## config.mk

```make
export PLATFORM = sky130hd
export DESIGN_NAME = pidl_mul
export DESIGN_NICKNAME = d
export VERILOG_FILES = /design/src/hdl/pidl_mul.sv
export SDC_FILE = /design/constraint.sdc
export NUM_CORES = 2
export LEC_CHECK = 0
export BUFFER_PORTS_ARGS = -buffer_cell sky130_fd_sc_hd__buf_2
export CELL_PAD_IN_SITES_DETAIL_PLACEMENT = 2
export CELL_PAD_IN_SITES_GLOBAL_PLACEMENT = 2
export CORE_MARGIN = 5
export CORE_UTILIZATION = 40
export CTS_CLUSTER_SIZE = 8
export DETAILED_ROUTE_END_ITERATION = 7
export PLACE_DENSITY = 0.84
export SYNTH_ARGS = -nofsm -noshare
export SYNTH_HDL_FRONTEND = slang
export SYNTH_SLANG_ARGS = --single-unit
```

## constraint.sdc

```tcl
create_clock -name aclk -period 17.6 [get_ports aclk]
set_clock_uncertainty 0.05 [all_clocks]
set_input_delay 2.64 -clock aclk [delete_from_list [all_inputs] [get_ports aclk]]
set_output_delay 2.64 -clock aclk [all_outputs]
set_load 0.05 [all_outputs]
```

## src/hdl/pidl_mul.sv

```systemverilog
// Shared signed 32x32 multiplier, product registered
module pidl_mul (
    input  logic               aclk,
    input  logic signed [31:0] op_a,
    input  logic signed [31:0] op_b,
    output logic signed [63:0] prod
);

    logic signed [63:0] prod_reg;

    always_ff @(posedge aclk) begin
        prod_reg <= op_a * op_b;
    end

    assign prod = prod_reg;

endmodule

```

==> impl_metrics.yaml <==
logic_synthesis:
  synth-main-ff-cell: "dfxtp_1"
  yosysTopAreaCellShare_pct: 58.2
  postSynthCellCount: 3884
  synth.area.top_cells: "fa_1 (58%), inv_1 (9.6%), and2_1 (8.7%)"
  synth_seq_area_share_pct: 3.44
  synth_edf_count: 0
  syn-num-nets: 5215
  ys_seq_elements: 64
  syn_area_mm2: 0.0372
  ys_types: 63
  async_flop_share_pct: 0
  syn_avg_cell_area_um2: 9.59
  synth_warnings: 0
  yosys.area.top_type: "fa_1"
routing:
  vias: 27757
  drtIter0Drc: 1675
  viasPerCell: 5.42
  drt-pass1-iter-count: 5
  drc_errors: 0
  ant_nets: 0
  routedWlPerCell_um: 28.8
  wl_um: 147000
clock_tree:
  clkTransAtPathRegs_ns: 0.07
  cts_tree: "yes"
  cts_resized: 0
  ctsHoldBuffers: 0
  ctsHtreeMaxLevel: 3
  clock_sinks: 64
  cts_setup_buffers: 0
  root_buffer: "clkbuf_16"
  clockBufferDepth: 2
  numCtsBuffers: 9
min_path:
  hp-class: "input port to flop"
final_layout:
  largest_reg_flops: 64
  mostFrequentLayoutCell: "fa_1"
  post-route-util_pct: 42.2
  syn_to_final_growth_pct: 5.25
  mostFrequentLayoutCells: "fa_1 (1082), inv_1 (952), and2_1 (516), nand2_1 (511), ha_1 (184)"
  fin_nets: 5180
  layout-drive-gt1-share_pct: 5.01
floorplan:
  dieArea_mm2: 0.0993
  die_w_um: 315
  start_util_pct: 40.1
  core_area_mm2: 0.0929
  rows: 112
  ios: 129
  die_y_um: 315
place:
  pre_cts_ws_ns: 5.62
  io_buffers: 128
  dp.final_hpwl_um: 120000
  place_congestion: 0.864
timing:
  hold_viol: 0
  clock.fmax_ghz: 0.0859
  tightest_slew_ns: 1.02
  relSlewSlack_pct: 31.8
  finalWorstSetupSlack_ns: 5.96
  rsz0062_at_grt: "false"
  setup_viol: 0
  drv_slew: 0
  period_needed_ns: 11.64
  finalSetupTns_ns: 0
  post-route-period-util_pct: 66.1
grt:
  grt_pass1_wl_um: 223000
  grt.overflow.total: 0
  grt_max_degree: 33
  grt_pass1_vias: 35449
  track_usage_pct: 30.5
  antenna_found_initial: 16
worst_setup_path:
  crit_slowest_cell: "fa_1"
  cp.arrival_ns: 11.93
  crit_required_ns: 17.89
  cp_max_fo: 32
  cp-end-kind: "flop"
  slowest_delay_ns: 0.91
  path_common_cell: "fa_1"
  start_kind: "input port"
  crit_path_start: "op_a[31]"
  timing_worst_setup_path_type: "input port to flop"
  endpoint: "prod[62]"
outcome:
  status: "completed"
flow_run:
  max-cap-violations: 0
==> worst max-delay path, delay by kind of cell <==
kind | cells | cell delay (ns)
compound gates | 3 | 1.05
simple gates | 4 | 1.04
xor+xnor | 1 | 0.18
fa+ha+maj | 9 | 4.97
buf+inv | 8 | 2.00
==> synthesized netlist by cell type, types with 4 or more instances <==
cell type,instances
fa_1,1082
a211oi_1,4
and3_1,7
o31ai_1,6
a21oi_1,68
o21ai_0,28
nand3_1,15
xor2_1,22
nor2_1,42
a31oi_1,12
and2_1,516
nand4_1,7
a21o_1,23
clkbuf_1,195
nand2_1,511
xnor2_1,53
o21a_1,4
ha_1,184
nand2b_1,9
dfxtp_1,64
o21bai_1,15
inv_1,952
or3_1,4
nor3_1,6
==> kinds of logic (layout without fill, tap and decap cells) <==
group                      after synthesis  after routing  share of synthesized area, %
adders and majority gates             1266           1266                          64.3
and+or+nand+nor                       1134           1134                          15.4
buffers and inverters                 1152           1122                          11.6
DFF                                     64             64                          3.44
xor gates and xnor gates                75             75                          1.76
AOI/OAI and AO/OA                      193            193                          3.46
other                                    0              9                             0
==> through the flow <==
stage,instances,hold WS [ns],area (um2)
global route,5111,2.89,39200
global placement,5092,3.06,38900
detailed placement,5092,3.06,38900
floorplan,3884,2.72,37200
finish,5117,2.88,39200
CTS,5108,2.84,39200
==> worst min-delay path by stage <==
stage	slack, ns	to	depth (start not counted)	from
floorplan	2.72	prod[0]	1	op_b[0]
global placement	3.06	prod[12]	1	prod[12]
detailed placement	3.06	prod[47]	1	prod[47]
CTS	2.84	prod[0]	2	op_a[0]
global route	2.89	prod[0]	2	op_a[0]
finish	2.88	prod[0]	2	op_a[0]
==> cell type report <==
type                            instances  area [um2]
Clock inverter                          6        43.8
Antenna cell                            9        22.5
Multi-Input combinational cell       2668       31600
Tap cell                             1254        1570
Inverter                              952        3570
Sequential cell                        64        1280
Fill cell                            9993       53700
Clock buffer                           10         239
Timing Repair Buffer                  154         836
==> metal layers <==
metal	up-vias	GRT usage, %	part of all wire, %
met5	-	0	0.021
met2	1185	54.5	52
met3	474	6.24	6.9
met4	6	14.3	5.1
li1	10976	-	-
met1	15116	35.1	36
Power is left out: the tool's default activity adds up to more than one toggle a clock period on the data nets, which glitch-free logic cannot reach.
