## config.mk

```make
export PLATFORM = sky130hd
export DESIGN_NAME = pidl_div
export DESIGN_NICKNAME = d
export VERILOG_FILES = /design/src/hdl/pidl_pkg.sv /design/src/hdl/pidl_div.sv
export SDC_FILE = /design/constraint.sdc
export NUM_CORES = 1
export LEC_CHECK = 0
export ABC_AREA = 1
export BUFFER_PORTS_ARGS = -buffer_cell sky130_fd_sc_hd__buf_2
export CAP_MARGIN = 20
export CORE_MARGIN = 8
export CORE_UTILIZATION = 30
export CTS_CLUSTER_SIZE = 14
export DETAILED_ROUTE_END_ITERATION = 16
export GPL_ROUTABILITY_DRIVEN = 0
export PLACE_DENSITY = 0.45
export SLEW_MARGIN = 10
export SYNTH_ARGS = -nofsm -noshare
export SYNTH_HDL_FRONTEND = slang
export SYNTH_SLANG_ARGS = --single-unit
export TNS_END_PERCENT = 10
```

## constraint.sdc

```tcl
create_clock -name aclk -period 2.4 [get_ports aclk]
set_input_delay 0.12 -clock aclk [delete_from_list [all_inputs] [get_ports aclk]]
set_output_delay 0.12 -clock aclk [all_outputs]
set_load 0.005 [all_outputs]
```

## src/hdl/pidl_pkg.sv

```systemverilog
package pidl_pkg;

    // fixed point one in Q16.16 and Q0.16
    localparam logic [16:0] Q_ONE = 17'd65536;

    // register reset values
    localparam logic [30:0] GAIN_P_RST = 31'd13107200;
    localparam logic [30:0] GAIN_I_RST = 31'd26214400;
    localparam logic [30:0] GAIN_D_RST = 31'd52429;
    localparam logic [30:0] BOUND_RST  = 31'd65536;

    // output bounds
    localparam logic signed [31:0] OUT_MIN_DEF = 32'sh8000_0000;
    localparam logic signed [31:0] OUT_MAX_DEF = 32'sh7FFF_FFFF;

    // divider: 33-bit difference shifted by 16 gives a 49-bit magnitude
    localparam int NUM_W     = 49;
    localparam int DIV_STEPS = NUM_W;
    localparam int CNT_W     = $clog2(DIV_STEPS);

    localparam int ADDR_W = 5;

    // register map, index = paddr / 4
    typedef enum logic [2:0] {
        REG_GAIN_P   = 3'd0,
        REG_GAIN_I   = 3'd1,
        REG_GAIN_D   = 3'd2,
        REG_BOUND    = 3'd3,
        REG_LEAK     = 3'd4,
        REG_DEADBAND = 3'd5,
        REG_SLOW_TH  = 3'd6,
        REG_SLOW_W   = 3'd7
    } reg_idx_t;

    // saturate a signed 64-bit value to signed 32 bits
    function automatic logic signed [31:0] sat32(input logic signed [63:0] x);
        logic signed [31:0] r;
        if (x > 64'sh0000_0000_7FFF_FFFF) begin
            r = 32'sh7FFF_FFFF;
        end else if (x < -64'sh0000_0000_8000_0000) begin
            r = 32'sh8000_0000;
        end else begin
            r = x[31:0];
        end
        return r;
    endfunction

endpackage

```

## src/hdl/pidl_div.sv

```systemverilog
// Restoring divider, one quotient bit per cycle, truncates toward zero
module pidl_div (
    input  logic                             aclk,
    input  logic                             aresetn,
    input  logic                             start,
    input  logic signed [pidl_pkg::NUM_W-1:0] num,
    input  logic [30:0]                      den,
    output logic                             busy,
    output logic signed [pidl_pkg::NUM_W:0]  quot
);

    localparam int NW = pidl_pkg::NUM_W;
    localparam int CW = pidl_pkg::CNT_W;

    logic          busy_reg;
    logic [CW-1:0] cnt_reg;
    logic          neg_reg;
    logic [NW-1:0] q_reg;
    logic [30:0]   rem_reg;
    logic [30:0]   den_reg;

    logic [31:0]   trial;
    logic          ge;
    logic [31:0]   diff;
    logic [30:0]   rem_next;
    logic [NW-1:0] num_mag;

    assign num_mag  = num[NW-1] ? NW'(-num) : NW'(num);
    assign trial    = {rem_reg, q_reg[NW-1]};
    assign ge       = trial >= {1'b0, den_reg};
    assign diff     = trial - {1'b0, den_reg};
    assign rem_next = ge ? diff[30:0] : trial[30:0];

    // control
    always_ff @(posedge aclk) begin
        if (!aresetn) begin
            busy_reg <= 1'b0;
            cnt_reg  <= '0;
        end else if (start) begin
            busy_reg <= 1'b1;
            cnt_reg  <= '0;
        end else if (busy_reg) begin
            cnt_reg <= cnt_reg + 1'b1;
            if (cnt_reg == CW'(pidl_pkg::DIV_STEPS - 1)) begin
                busy_reg <= 1'b0;
            end
        end
    end

    // datapath
    always_ff @(posedge aclk) begin
        if (start) begin
            neg_reg <= num[NW-1];
            q_reg   <= num_mag;
            rem_reg <= '0;
            den_reg <= den;
        end else if (busy_reg) begin
            rem_reg <= rem_next;
            q_reg   <= {q_reg[NW-2:0], ge};
        end
    end

    assign busy = busy_reg;
    assign quot = neg_reg ? -$signed({1'b0, q_reg}) : $signed({1'b0, q_reg});

endmodule

```

==> run_results.csv <==
group,metric,value,unit
route,post_drt_via_cell_ratio,4.590,
synth,synth-xor-area-share,6.379,%
synth,yosys_warnings,0,
critical_path,critical_path.n_buffers_inverters,1,
final_layout,ff_latch_area,3193,um^2
synth,synth_nets,1829,
synth,post_synth_inst_count,1710,
hold_path,hold_path_class,"input port to flop",
placement,place_ws,-0.02148,ns
critical_path,gate_family_responsible_for_the_most_delay_along_the_worst_path,"simple AND/OR/NAND/NOR gates",
critical_path,worstRegToRegCells,15,
power,total_leakage_power,6.634,nW
synth,synthDistinctLibCells,46,
power,power_report.internal_total,4.515,mW
route,routed_wire_length_per_instance,15.33,um
synth,mappedNetlistArea,10710,um^2
clocking,clock_latency_on_the_worst_skew_pair,0.43,ns
route,vias,10897,
clocking,cts_root_buf,"sky130_fd_sc_hd__clkbuf_16",
power,p_sw,2.172,mW
critical_path,cp.arrival,2.34,ns
critical_path,crit_path_end_kind,"output pin",
timing,maxSlewHeadroom,65.73,%
timing,clock-skew-final,0.01342,ns
timing,layout_worst_path_cycle_share,102.6,%
floorplanning,core_area,35400,um^2
global_routing,initial_antenna_violation_count,0,
placement,port_buffers,133,
floorplanning,die-width,204.9,um
power,power.ir.vdd_worst,0.4486,mV
global_routing,grt_usage,17.26,%
clocking,clkTransAtPathRegs,0.06,ns
critical_path,critical-path-slowest-cell,"sky130_fd_sc_hd__edfxtp_1",
timing,rsz_0062_raised_after_global_routing,"yes",
synth,netlist.area_leader.share,22.71,%
timing,max_clock_freq,406.3,MHz
global_routing,grt_first_pass_wirelength,57.01,mm
final_layout,multi_input_area,6564,um^2
synth,synth.yosys.seq_area_share,29.82,%
synth,synth_largest_area_cell,"sky130_fd_sc_hd__edfxtp_1",
critical_path,critical_path.startpoint_type,"flop",
timing,report.final.setup_viol,7,
final_layout,fillerInstances,3895,
critical_path,max_stage_delay,0.44,ns
synth,synthTopCellsByArea,"sky130_fd_sc_hd__edfxtp_1 (23%), sky130_fd_sc_hd__nand2_1 (21%), sky130_fd_sc_hd__inv_1 (9.9%)",
run_status,violations,"negative setup slack",
placement,detailed_place_hpwl,29.25,mm
placement,dpl_cell_area,11990,um^2
hold_path,cells_on_worst_hold_path,3,
critical_path,cp.required,2.28,ns
timing,setup_slack,-0.06131,ns
final_layout,total_nets_final,2019,
clocking,tritoncts.num_buffers,17,
floorplanning,die_y,204.9,um
power,power.combinational.fraction,23.9,%
critical_path,r2r-start,"q_reg[48]$_DFFE_PP_",
timing,final.min_clock_period,2.461,ns
critical_path,depth_of_the_critical_timing_path_with_buffers_and_inverters_included,7,
floorplanning,floorplan.die_area,42000,um^2
global_routing,grt_pass1_vias,10788,
final_layout,layout.cells.most_common_list,"sky130_fd_sc_hd__nand2_1 (583), sky130_fd_sc_hd__inv_1 (274), sky130_fd_sc_hd__nand3_1 (147)",
route,postRouteAntennaNets,0,
route,drcViolationCount,0,
power,p_per_area,498.9,nW/um^2
critical_path,cp_cell_sequence,"nor3_2, nand4_1, nor2_2, nand2_2, o21ai_4, xor2_1, buf_2",
power,power.share.sequential,37.6,%
global_routing,globalRouteOverflowTotal,0,
timing,fin_tns_setup,-0.2163,ns
synth,ys_ff_latch,119,
final_layout,postLayoutCellArea,13400,um^2
clocking,cts.sinks,119,
synth,yosys.area_share.adder,4.276,%
global_routing,grt_start_max_net_pins,60,
placement,placed_cells_incl_taps,2291,
final_layout,diodes,0,
timing,hold_violations,0,
floorplanning,start_util,30.25,%
synth,synth_simple_gate_area_share,41.25,%
final_layout,finish.cell_count_without_fillers,2374,
power,power.share.switching,32.48,%
synth,synth-compound-area-share,5.982,%
clocking,cts.path.max_buffers,2,
power,p_clk_share,38.5,%
critical_path,worstSetupStartpoint,"q_reg[0]$_DFFE_PP_",
critical_path,criticalPathCategory,"flop to output pin",
timing,pins_over_their_slew_limit,0,
floorplanning,io_pins,134,
route,finalWirelength,36.39,mm
clocking,cts_tree,"built",
final_layout,most_common_cell_after_layout_fill_and_taps_aside,"sky130_fd_sc_hd__nand2_1",
final_layout,final_layout_size_suffix_gt1_share,17.51,%
synth,yosys-mux-area-fraction,0,%
hold_path,worstHoldStart,"num[6]",
route,drt_first_iter_violations,557,
run_status,outcome,"finished, violations left",
final_layout,largest_register_ff_count,49,
final_layout,syn_to_final_growth,25.14,%
clocking,htreeDepth,4,
timing,tightestPinTransition,0.5087,ns
run,max_cap_violations,0,
synth,syn_area_per_cell,6.263,um^2
floorplanning,rows,69,
route,detail_route.first_pass.iterations,5,
synth,main_combinational_cell_family_by_area_after_synthesis,"simple AND/OR/NAND/NOR gates",
critical_path,critical_path.max_fanout,5,
==> area by class of cell <==
type | count | area share, %
sequential | 119 | 23.83
inverter | 294 | 8.235
clock inverter | 14 | 1.120
clock buffer | 18 | 3.202
timing repair buffer | 212 | 10.34
multi-input combinational | 1256 | 48.98
tap | 461 | 4.304
==> power groups by stage <==
stage / sequential [mW] / clock (mW) / combinational (mW)
finish: 2.51 / 2.58 / 1.60
global route: 2.53 / 2.73 / 1.78
CTS: 2.51 / 2.64 / 1.57
detailed placement: 2.54 / 0 / 1.44
global placement: 2.54 / 0 / 1.44
floorplan: 2.50 / 0 / 0.831
==> Yosys cell counts (all sizes together) <==
library cell    n
o21a            2
o31ai           3
nor3           28
nand4          32
ha             35
a31oi           1
nand3b         20
nor3b           3
dfxtp          38
o21ai          80
inv           288
nand2         607
edfxtp         81
xnor2          24
clkbuf         22
o22ai           1
o311ai          1
a21oi          26
fa              1
xor2           54
o21bai          1
nand3         154
a211oi          1
clkinv          6
or2             5
nor4            7
nor2          170
buf            19
==> per-layer routing <==
layer	vias to the layer above	share of wire, %	GRT usage, %
met1	4898	45	21.65
met4	0	2.9	6.459
li1	5739	-	-
met2	213	48	29.66
met5	-	0	0
met3	47	3.8	2.404
==> through the flow <==
stage	total power, mW	util, %	hold slack, ns
3_3_place_gp	3.988	33.88	0.2971
4_1_cts	6.719	37.39	0.06223
2_1_floorplan	3.335	-	0.2189
5_1_grt	7.039	37.86	0.08992
6_report	6.686	37.86	0.08786
3_5_place_dp	3.987	33.88	0.2982
==> final timing paths <==
check | to | slack, ns
worst max-delay path | quot[27] | -0.06
worst min-delay path | q_reg[6]$_DFFE_PP_ | 0.09
worst max register to register | rem_reg[10]$_SDFFE_PP0P_ | 0.20
worst min register to register | rem_reg[20]$_SDFFE_PP0P_ | 0.47
==> worst reg2reg max path, delay by kind of cell (launching register included) <==
family                     cells  cell delay, ns
buffers and inverters          2            0.16
AOI/OAI and AO/OA              1            0.07
and+or+nand+nor               10            0.94
adders and majority gates      2            0.58
DFF                            1            0.34
==> kinds of logic after synthesis <==
logic type / after synthesis
AO/OA/AOI/OAI: 116
adder cells (fa/ha/maj): 36
AND/OR/NAND/NOR: 1026
XOR/XNOR: 78
buffers and inverters: 335
flip-flops: 119
==> what timing repair did <==
action | 4_1_cts | 5_1_grt
hold buffers | 32 | 0
gates resized for setup | 65 | 35
pin swaps | 10 | 14
endpoints found under the setup margin | 58 | 67
hold endpoints to repair | 33 | 0
setup buffers | 13 | 6
Power figures use the tool's default switching activity.
